### config.mk
export PLATFORM = sky130hd
export DESIGN_NAME = bounded_double_ended_queue_unit
export DESIGN_NICKNAME = d
export VERILOG_FILES = /design/src/sv/dbq_pkg.sv /design/src/sv/dbq_ram.sv /design/src/sv/dbq_ctrl.sv /design/src/sv/dbq_datapath.sv /design/src/sv/bounded_double_ended_queue_unit.sv
export SDC_FILE = /design/constraint.sdc
export NUM_CORES = 1
export LEC_CHECK = 0
export BUFFER_PORTS_ARGS = -buffer_cell sky130_fd_sc_hd__clkbuf_2
export CAP_MARGIN = 5
export CORE_ASPECT_RATIO = 0.7
export CORE_UTILIZATION = 25
export CTS_BUF_LIST = sky130_fd_sc_hd__clkbuf_2
export DETAILED_ROUTE_END_ITERATION = 12
export SLEW_MARGIN = 20
export SYNTH_ARGS = -nofsm -noshare
export SYNTH_HDL_FRONTEND = slang
export SYNTH_SLANG_ARGS = --single-unit
### constraint.sdc
create_clock -name clk -period 7.1 [get_ports clk]
set_input_delay 1.42 -clock clk [delete_from_list [all_inputs] [get_ports clk]]
set_output_delay 1.42 -clock clk [all_outputs]
set_load 0.02 [all_outputs]
### src/sv/dbq_pkg.sv
// shared sizes, codes and controller types for the double-ended queue
// no dependencies
`default_nettype none

package dbq_pkg;

	localparam int DEPTH  = 16;
	localparam int PTR_W  = $clog2(DEPTH);
	localparam int CNT_W  = $clog2(DEPTH + 1);
	localparam int SUM_W  = PTR_W + 1;
	localparam int WORD_W = 32;
	localparam int OP_W   = 2;
	localparam int ST_W   = 2;

	localparam logic [OP_W-1:0] OP_PUSH_BACK  = 2'd0;
	localparam logic [OP_W-1:0] OP_PUSH_FRONT = 2'd1;
	localparam logic [OP_W-1:0] OP_POP_BACK   = 2'd2;
	localparam logic [OP_W-1:0] OP_POP_FRONT  = 2'd3;

	localparam logic [ST_W-1:0] ST_OK    = 2'd0;
	localparam logic [ST_W-1:0] ST_FULL  = 2'd1;
	localparam logic [ST_W-1:0] ST_EMPTY = 2'd2;

	typedef enum logic [2:0] {
		S_IDLE = 3'b001,
		S_READ = 3'b010,
		S_DONE = 3'b100
	} state_t;

	typedef struct packed {
		logic accept;
		logic load_out;
	} cmd_t;

	typedef struct packed {
		logic needs_read;
		logic out_free;
	} stat_t;

endpackage

`default_nettype wire

### src/sv/dbq_ram.sv
// generic single-port-write, single-port-read ram with registered read
// no dependencies
`default_nettype none

module dbq_ram #(
	parameter int WIDTH = 32,
	parameter int DEPTH = 16
) (
	input  wire logic                     clk,
	input  wire logic                     wr_en,
	input  wire logic [$clog2(DEPTH)-1:0] wr_addr,
	input  wire logic [WIDTH-1:0]         wr_data,
	input  wire logic                     rd_en,
	input  wire logic [$clog2(DEPTH)-1:0] rd_addr,
	output logic      [WIDTH-1:0]         rd_data
);

	logic [WIDTH-1:0] mem_q [DEPTH];
	logic [WIDTH-1:0] rd_data_q;

	always_ff @(posedge clk) begin
		if (wr_en) begin
			mem_q[wr_addr] <= wr_data;
		end
		if (rd_en) begin
			rd_data_q <= mem_q[rd_addr];
		end
	end

	assign rd_data = rd_data_q;

endmodule

`default_nettype wire

### src/sv/dbq_ctrl.sv
// request sequencer for the double-ended queue
// depends on dbq_pkg
`default_nettype none

module dbq_ctrl (
	input  wire logic         clk,
	input  wire logic         arst_n,
	input  wire logic         in_valid,
	output logic              in_stall,
	input  wire dbq_pkg::stat_t stat,
	output dbq_pkg::cmd_t     cmd
);

	import dbq_pkg::*;

	state_t state_q;
	state_t state_d;

	always_comb begin
		state_d      = state_q;
		cmd.accept   = 1'b0;
		cmd.load_out = 1'b0;
		in_stall     = 1'b1;
		case (state_q)
			S_IDLE: begin
				in_stall = 1'b0;
				if (in_valid) begin
					cmd.accept = 1'b1;
					state_d    = stat.needs_read ? S_READ : S_DONE;
				end
			end
			S_READ: begin
				state_d = S_DONE;
			end
			S_DONE: begin
				if (stat.out_free) begin
					cmd.load_out = 1'b1;
					state_d      = S_IDLE;
				end
			end
			default: begin
				state_d = S_IDLE;
			end
		endcase
	end

	always_ff @(posedge clk or negedge arst_n) begin
		if (!arst_n) begin
			state_q <= S_IDLE;
		end else begin
			state_q <= state_d;
		end
	end

endmodule

`default_nettype wire

### src/sv/dbq_datapath.sv
// ring pointers, word store and result register of the double-ended queue
// depends on dbq_pkg and dbq_ram
`default_nettype none

module dbq_datapath (
	input  wire logic                               clk,
	input  wire logic                               arst_n,
	input  wire dbq_pkg::cmd_t                      cmd,
	output dbq_pkg::stat_t                          stat,
	input  wire logic        [dbq_pkg::OP_W-1:0]    operation,
	input  wire logic signed [dbq_pkg::WORD_W-1:0]  data_in,
	output logic                                    out_valid,
	input  wire logic                               out_stall,
	output logic             [dbq_pkg::ST_W-1:0]    status,
	output logic signed      [dbq_pkg::WORD_W-1:0]  data_out,
	output logic             [dbq_pkg::CNT_W-1:0]   fill_count
);

	import dbq_pkg::*;

	logic [PTR_W-1:0]  head_q;
	logic [CNT_W-1:0]  count_q;
	logic [ST_W-1:0]   res_status_q;
	logic              pop_ok_q;
	logic              out_valid_q;
	logic [ST_W-1:0]   status_q;
	logic [WORD_W-1:0] data_out_q;
	logic [CNT_W-1:0]  fill_q;

	logic              is_push;
	logic              is_full;
	logic              is_empty;
	logic [SUM_W-1:0]  back_sum;
	logic [SUM_W-1:0]  last_sum;
	logic [PTR_W-1:0]  back_pos;
	logic [PTR_W-1:0]  last_pos;
	logic [PTR_W-1:0]  head_dec;
	logic [PTR_W-1:0]  head_inc;
	logic              push_ok;
	logic              pop_ok;
	logic              wr_en;
	logic [PTR_W-1:0]  wr_addr;
	logic [PTR_W-1:0]  rd_addr;
	logic [WORD_W-1:0] rd_data;

	assign is_push  = (operation == OP_PUSH_BACK) || (operation == OP_PUSH_FRONT);
	assign is_full  = (count_q == CNT_W'(DEPTH));
	assign is_empty = (count_q == '0);
	assign push_ok  = is_push && !is_full;
	assign pop_ok   = !is_push && !is_empty;

	assign back_sum = SUM_W'(head_q) + SUM_W'(count_q);
	assign last_sum = SUM_W'(head_q) + SUM_W'(count_q - CNT_W'(1));
	assign back_pos = (back_sum >= SUM_W'(DEPTH)) ? PTR_W'(back_sum - SUM_W'(DEPTH))
		: PTR_W'(back_sum);
	assign last_pos = (last_sum >= SUM_W'(DEPTH)) ? PTR_W'(last_sum - SUM_W'(DEPTH))
		: PTR_W'(last_sum);
	assign head_dec = (head_q == '0) ? PTR_W'(DEPTH - 1) : head_q - PTR_W'(1);
	assign head_inc = (head_q == PTR_W'(DEPTH - 1)) ? '0 : head_q + PTR_W'(1);

	assign wr_en   = cmd.accept && push_ok;
	assign wr_addr = (operation == OP_PUSH_FRONT) ? head_dec : back_pos;
	assign rd_addr = (operation == OP_POP_FRONT) ? head_q : last_pos;

	dbq_ram #(
		.WIDTH (WORD_W),
		.DEPTH (DEPTH)
	) u_ram (
		.clk     (clk),
		.wr_en   (wr_en),
		.wr_addr (wr_addr),
		.wr_data (data_in),
		.rd_en   (cmd.accept && pop_ok),
		.rd_addr (rd_addr),
		.rd_data (rd_data)
	);

	always_ff @(posedge clk or negedge arst_n) begin
		if (!arst_n) begin
			head_q  <= '0;
			count_q <= '0;
		end else if (cmd.accept) begin
			if (push_ok) begin
				count_q <= count_q + CNT_W'(1);
				if (operation == OP_PUSH_FRONT) begin
					head_q <= head_dec;
				end
			end else if (pop_ok) begin
				count_q <= count_q - CNT_W'(1);
				if (operation == OP_POP_FRONT) begin
					head_q <= head_inc;
				end
			end
		end
	end

	always_ff @(posedge clk) begin
		if (cmd.accept) begin
			pop_ok_q <= pop_ok;
			if (is_push) begin
				res_status_q <= is_full ? ST_FULL : ST_OK;
			end else begin
				res_status_q <= is_empty ? ST_EMPTY : ST_OK;
			end
		end
		if (cmd.load_out) begin
			status_q   <= res_status_q;
			data_out_q <= pop_ok_q ? rd_data : '0;
			fill_q     <= count_q;
		end
	end

	always_ff @(posedge clk or negedge arst_n) begin
		if (!arst_n) begin
			out_valid_q <= 1'b0;
		end else if (cmd.load_out) begin
			out_valid_q <= 1'b1;
		end else if (!out_stall) begin
			out_valid_q <= 1'b0;
		end
	end

	assign stat.needs_read = pop_ok;
	assign stat.out_free   = !out_valid_q || !out_stall;

	assign out_valid  = out_valid_q;
	assign status     = status_q;
	assign data_out   = data_out_q;
	assign fill_count = fill_q;

endmodule

`default_nettype wire

### src/sv/bounded_double_ended_queue_unit.sv
// top level of the bounded double-ended queue: sequencer plus datapath
// depends on dbq_pkg, dbq_ctrl, dbq_datapath
//
// channel | handshake           | payload
// --------+---------------------+------------------------------------
// in      | in_valid / in_stall | operation, data_in
// out     | out_valid/out_stall | status, data_out, fill_count
//
// a push passes from accept to the done state, which loads the result register; a pop
// also passes a read state in between, after the registered store read
// one request at a time; in_stall stays high until the result register is loaded
// the output register holds its beat for as long as out_stall is high
// reset clears head pointer, count and control; the word store is not cleared
`default_nettype none

module bounded_double_ended_queue_unit (
	input  wire logic                               clk,
	input  wire logic                               arst_n,
	input  wire logic                               in_valid,
	output logic                                    in_stall,
	input  wire logic        [dbq_pkg::OP_W-1:0]    operation,
	input  wire logic signed [dbq_pkg::WORD_W-1:0]  data_in,
	output logic                                    out_valid,
	input  wire logic                               out_stall,
	output logic             [dbq_pkg::ST_W-1:0]    status,
	output logic signed      [dbq_pkg::WORD_W-1:0]  data_out,
	output logic             [dbq_pkg::CNT_W-1:0]   fill_count
);

	import dbq_pkg::*;

	cmd_t  cmd;
	stat_t stat;

	dbq_ctrl u_ctrl (
		.clk      (clk),
		.arst_n   (arst_n),
		.in_valid (in_valid),
		.in_stall (in_stall),
		.stat     (stat),
		.cmd      (cmd)
	);

	dbq_datapath u_dp (
		.clk        (clk),
		.arst_n     (arst_n),
		.cmd        (cmd),
		.stat       (stat),
		.operation  (operation),
		.data_in    (data_in),
		.out_valid  (out_valid),
		.out_stall  (out_stall),
		.status     (status),
		.data_out   (data_out),
		.fill_count (fill_count)
	);

endmodule

`default_nettype wire

# Yosys cells after proc, flatten, opt, wreduce, memory -nomap -nowiden
# Memory sizes are Yosys's and may differ from the RTL's. A register that Yosys moved wholly into a read port is not among the register bits.
# Cells that the tools add are included.
[totals]
reg_bits = 55
output_inout_bits = 41
mem_count = 1
ramBits = 512
inputBits = 38
[classes]
n_mux = 28
n_eq_ne = 11
addsub = 8
n_lt_le_gt_ge = 2
reduce_logical = 19
[memory_table]
columns = ["memory", "depth", "word_bits", "rd", "rd_ports_with_merged_regs", "wr", "line_no", "rtl"]
rows = [
  ["u_dp.u_ram.mem_q", 16, 32, 1, 1, 1, "dbq_ram.sv:18", "logic [WIDTH-1:0] mem_q [DEPTH];"],
]
[ops]
columns = ["op", "count"]
rows = [
  ["2-to-1 mux 4 bit", 10],
  ["subtractor 4 x 1 -> 4 bit (second input constant)", 3],
  ["adder 4 x 5 -> 5 bit", 2],
  ["greater-or-equal comparator 5 bit (second input constant)", 2],
  ["2-to-1 mux 1 bit", 10],
  ["2-to-1 mux 5 bit", 2],
  ["2-to-1 mux 3 bit", 3],
  ["one-hot mux 3 bit (3 select lines)", 1],
  ["!= test 2 bit (second input constant)", 3],
  ["adder 5 x 1 -> 5 bit (second input constant)", 1],
  ["== test 5 bit (second input constant)", 1],
  ["zero test 1 bit", 5],
  ["zero test 5 bit", 1],
  ["subtractor 5 x 1 -> 5 bit (second input constant)", 1],
  ["adder 4 x 1 -> 4 bit (second input constant)", 1],
  ["== test 4 bit (second input constant)", 1],
  ["logical AND 1 bit", 4],
  ["zero test 4 bit", 1],
  ["2-to-1 mux 2 bit", 2],
  ["AND reduction 2 bit", 2],
  ["AND reduction 4 bit", 1],
  ["nonzero test 2 bit", 2],
  ["== test 3 x 1 -> 1 bit (second input constant)", 1],
  ["== test 3 x 2 -> 1 bit (second input constant)", 1],
  ["other kinds (6)", 7],
]

# Depth between registers and ports, before layout
[logic_depth]
word_depth = 7
mapped_depth = 11
depth_no_buf = 10

# By module
# Synthesis repeated with hierarchy kept, for this count alone.
[unflattened]
hier_cells = 1050
area_unflattened_um2 = 22879.4
[modules_own_cells]
columns = ["module", "area_per_inst_um2", "cells_each", "n_inst"]
rows = [
  ["dbq_ram", 20155.6, 838, 1],
  ["dbq_datapath", 2566.2, 198, 1],
  ["dbq_ctrl", 157.7, 14, 1],
]

# Least setup slack after synthesis
# No wires, ideal clock.
[synth_path]
kind = "input to register"
from = "in operation[1] (netlist bit)"
to = "mem u_dp.u_ram.mem_q[6][0], enable pin"
setup_time_ns = 0.421
cell_stages = 7
setup_slack_ns = 2.854
path_buffers = 2
arrival_ns = 3.825
cell_sequence = "buf_2 nand2b_1 clkbuf_1 a21oi_1 nor3_1 nand2_1 nor2_1"
[synth_between]
elab_chain_cells = 6
[synth_rtl]
columns = ["item", "line_no", "rtl"]
rows = [
  ["start: declaration", "bounded_double_ended_queue_unit.sv:21", "input wire logic [dbq_pkg::OP_W-1:0] operation,"],
  ["== test 2 x 1 -> 1 bit / zero test 2 bit (equally long branches)", "dbq_datapath.sv:46, dbq_datapath.sv:62", ""],
  ["logical OR 1 bit", "dbq_datapath.sv:46", "assign is_push = (operation == OP_PUSH_BACK) || (operation == OP_PUSH_FRONT);"],
  ["logical AND 1 bit", "dbq_datapath.sv:49", "assign push_ok = is_push && !is_full;"],
  ["logical AND 1 bit", "dbq_datapath.sv:61", "assign wr_en = cmd.accept && push_ok;"],
  ["2-to-1 mux 1 bit", "dbq_ram.sv:22", "if (wr_en) begin"],
  ["2-to-1 mux 1 bit (implied by the code)", "dbq_ram.sv:23", "mem_q[wr_addr] <= wr_data;"],
  ["end: declaration", "dbq_ram.sv:18", ""],
]
# Several ways; a longest one is shown, not always the timed one.

# Worst setup path after layout
[layout_path]
from = "reg u_dp.count_q[0]"
to = "reg u_dp.u_ram.rd_data_q[18], in the netlist u_dp.u_ram.rd_data[18] (read register of u_dp.u_ram.mem_q), data pin"
[layout_between]
elab_chain_cells = 5
[layout_rtl]
columns = ["item", "line_no", "rtl"]
rows = [
  ["start: declaration", "dbq_datapath.sv:22", "logic [CNT_W-1:0] count_q;"],
  ["start signal: assignment", "dbq_datapath.sv:84", "count_q <= count_q + CNT_W'(1);"],
  ["start signal: assignment", "dbq_datapath.sv:89", "count_q <= count_q - CNT_W'(1);"],
  ["subtractor 5 x 1 -> 5 bit", "dbq_datapath.sv:53", "assign last_sum = SUM_W'(head_q) + SUM_W'(count_q - CNT_W'(1));"],
  ["adder 4 x 5 -> 5 bit", "dbq_datapath.sv:53", ""],
  ["subtractor 4 x 1 -> 4 bit / greater-or-equal comparator 5 bit (equally long branches)", "dbq_datapath.sv:56", "assign last_pos = (last_sum >= SUM_W'(DEPTH)) ? PTR_W'(last_sum - SUM_W'(DEPTH))"],
  ["2-to-1 mux 4 bit", "dbq_datapath.sv:56", ""],
  ["2-to-1 mux 4 bit", "dbq_datapath.sv:63", "assign rd_addr = (operation == OP_POP_FRONT) ? head_q : last_pos;"],
  ["end: declaration", "dbq_ram.sv:19", "logic [WIDTH-1:0] rd_data_q;"],
]
# Several ways; a longest one is shown, not always the timed one.
# A chain may end at the register's enable or synchronous reset.

==> results.cfg <==
[route]
wirelength_um = 56600
via_count = 13900
wl_met2_um = 25400
met1Wirelength_um = 25900
drt_iter0_markers = 1291
ant_nets = 0
dr.pass1.iters = 7
via_per_inst = 4.47
post_drt_wl_per_cell_um = 18.2
maxUsedRoutingLayer = met4
wl_met3_um = 4350
drc = 0

[timing]
period_share_pct = 57.2
fin_skew_ns = 0.0859
fmax_mhz = 246
worst_slew_pin_slew_ns = 1.15
rsz0062_at_grt = false
max-slew-margin-rel_pct = 23.4
hold_viol_final = 0
setup_tns_ns = 0
setup_viol = 0
finalCriticalPeriod_ns = 4.06
slew_viol_final = 0

[clock_tree]
clkLatencyLatePin_ns = 1.14
post_cts.repair.setup_buffers = 0
cts.clk_slew.worst_paths_ns = 0.10
cts_buffers = 141
htreeDepth = 4
clk_path_buf_depth = 3
cts.sinks = 599
cts.repair.resized = 0
cts_root_buffer = clkbuf_2
cts_hold_buf = 0
cts_tree = done

[min_path]
hold_path.class = in -> async

[floorplan]
start_util_pct = 25.3
core-area_mm2 = 0.0923
dieArea_mm2 = 0.0948
die_w_um = 368
rows = 93
io_pins = 79
die_h_um = 258

[critical_path]
crit_chain = inv_1 > ha_1 > fa_1 > xnor2_1 > mux2i_1 > nor2_4 > buf_4 > a32oi_1 > nand4_1 > o21ai_1
critical_path.max_fanout = 35
path_buf_inv = 2
cp.depth = 10
crit_type = reg -> reg
critPathLaunchType = flop
cpPeakStageDelay_ns = 0.90
cp.arrival_ns = 4.85
slowest_stage = nor2_4
r2r_cells = 10
cp_top_family = simple AND/OR/NAND/NOR gates
required_ns = 7.89
end_kind = flop

[job]
drv_cap = 0

[synth]
synth_cells = 1611
synth_area_per_cell_um2 = 14.5
ys_ff_latch = 599
syn_nets = 1661
netlist_area_mm2 = 0.0234
synth_cell_types = 48
yosysWarningCount = 0
yosysSeqAreaShare_pct = 76.7

[final_layout]
fillCellCount = 9234
mostFrequentLayoutCell = edfxtp_1
nets = 1824
drive_above_1_share_pct = 19.7
area_growth_pct = 14.6
fin_area_mm2 = 0.0268
final_cell_mix = edfxtp_1, nand2_1, clkbuf_2

[place]
gp_congestion = 0.769
io_buffers = 78
hpwl_um = 31000
placed_area_mm2 = 0.0254

[power_and_ir_drop]
power.leakage_uw = 0.00916
ir_worst_vdd_mv = 0.625
power_density_mw_per_mm2 = 484

[grt]
grt_pass1_vias = 14000
grt_pass1_wl_um = 86000
grt_start_max_net_pins = 99
antenna_found_initial = 2
grt-ovfl-total = 0
grt_usage_pct = 11.9

[status]
status = finished clean
==> flip-flops by register name, summed over array words and instances (netlist names) <==
signal and flops:
u_dp.u_ram.rd_data 32, u_ctrl.state_q 3, u_dp.head_q 4, u_dp.res_status_q 2
u_dp.pop_ok_q 1, u_dp.data_out 32, u_dp.status 2, u_dp.out_valid 1
u_dp.fill_count 5, u_dp.count_q 5, u_dp.u_ram.mem_q 512
==> synthesized netlist by cell type (all sizes together) <==
| library cell | instances | area (um^2) |
|---|---|---|
| a21o | 2 | 15.0 |
| a21oi | 17 | 88.8 |
| a31oi | 1 | 6.26 |
| a32oi | 64 | 561 |
| a41oi | 1 | 8.76 |
| and2 | 33 | 206 |
| and3 | 2 | 12.5 |
| and4 | 1 | 8.76 |
| buf | 50 | 279 |
| clkbuf | 38 | 146 |
| clkinv | 1 | 8.76 |
| dfrtp | 12 | 300 |
| dfstp | 1 | 26.3 |
| edfxtp | 586 | 17600 |
| fa | 2 | 40.0 |
| ha | 10 | 125 |
| inv | 9 | 33.8 |
| mux2 | 4 | 45.0 |
| mux2i | 68 | 684 |
| nand2 | 406 | 1530 |
| nand2b | 2 | 12.5 |
| nand3 | 162 | 811 |
| nand4 | 32 | 200 |
| nand4b | 2 | 17.5 |
| nor2 | 31 | 126 |
| nor3 | 2 | 21.3 |
| nor3b | 3 | 22.5 |
| o211ai | 1 | 21.3 |
| o21a | 3 | 22.5 |
| o21ai | 46 | 238 |
| o21bai | 1 | 7.51 |
| or2 | 1 | 6.26 |
| or3b | 2 | 17.5 |
| or4 | 1 | 7.51 |
| xnor2 | 8 | 77.6 |
| xor2 | 6 | 52.6 |
==> routing by layer <==
metal	vias to the layer above	global-route usage, %
met2	516	18.0
met5	-	0
met3	76	3.60
met4	0	3.13
li1	6423	-
met1	6900	16.4
==> power breakdown <==
| group | switching (uW) | internal [uW] |
|---|---|---|
| sequential | 172 | 4490 |
| combinational | 4250 | 1790 |
| clock | 1380 | 893 |
| total | 5800 | 7170 |
==> layout make-up <==
cell class                      instances  area (um^2)  area share [%]
Clock inverter                         43          283            1.06
Timing Repair Buffer                  108          783            2.92
Clock buffer                          206         1030            3.85
Multi-Input combinational cell        914         5180            19.3
Tap cell                             1235         1550            5.77
Inverter                               10         42.5           0.159
Antenna cell                            1         2.50         0.00934
Sequential cell                       599        17900            66.9
==> logic make-up after synthesis <==
group                    count (synthesis)  share of synthesized area, %
AO/OA/AOI/OAI                          136                          4.14
XOR/XNOR                                14                         0.557
adder cells (fa/ha/maj)                 12                         0.706
buffers and inverters                   98                          2.00
flip-flops                             599                          76.7
multiplexers                            72                          3.12
AND/OR/NAND/NOR                        680                          12.8
==> worst paths after layout <==
path	start	end	slack [ns]
worst max-delay path	u_dp.count_q[0]	u_dp.u_ram.rd_data[18]	3.04
worst min register to register	u_dp.res_status_q[0]	u_dp.status[0]	0.45
min in group clk	u_dp.res_status_q[0]	u_dp.status[0]	0.45
worst max register to register	u_dp.count_q[0]	u_dp.u_ram.rd_data[18]	3.04
max in group asynchronous	arst_n	u_ctrl.state_q[0]	6.57
worst min-delay path	arst_n	u_dp.out_valid	0.20
==> metrics by stage <==
step / hold slack, ns / total power (uW) / utilization [%] / cells / worst slack, ns
after floorplan: 0.400 / 8740 / - / 1611 / 2.85
after global placement: 0.433 / 10700 / 27.4 / 2857 / 2.85
after detailed placement: 0.429 / 10800 / 27.5 / 2863 / 2.78
after CTS: 0.0880 / 13100 / 28.9 / 3112 / 3.03
after global routing: 0.0975 / 13900 / 29.0 / 3116 / 2.86
final: 0.200 / 13000 / 29.0 / 3116 / 3.04
Power figures use the tool's default switching activity.
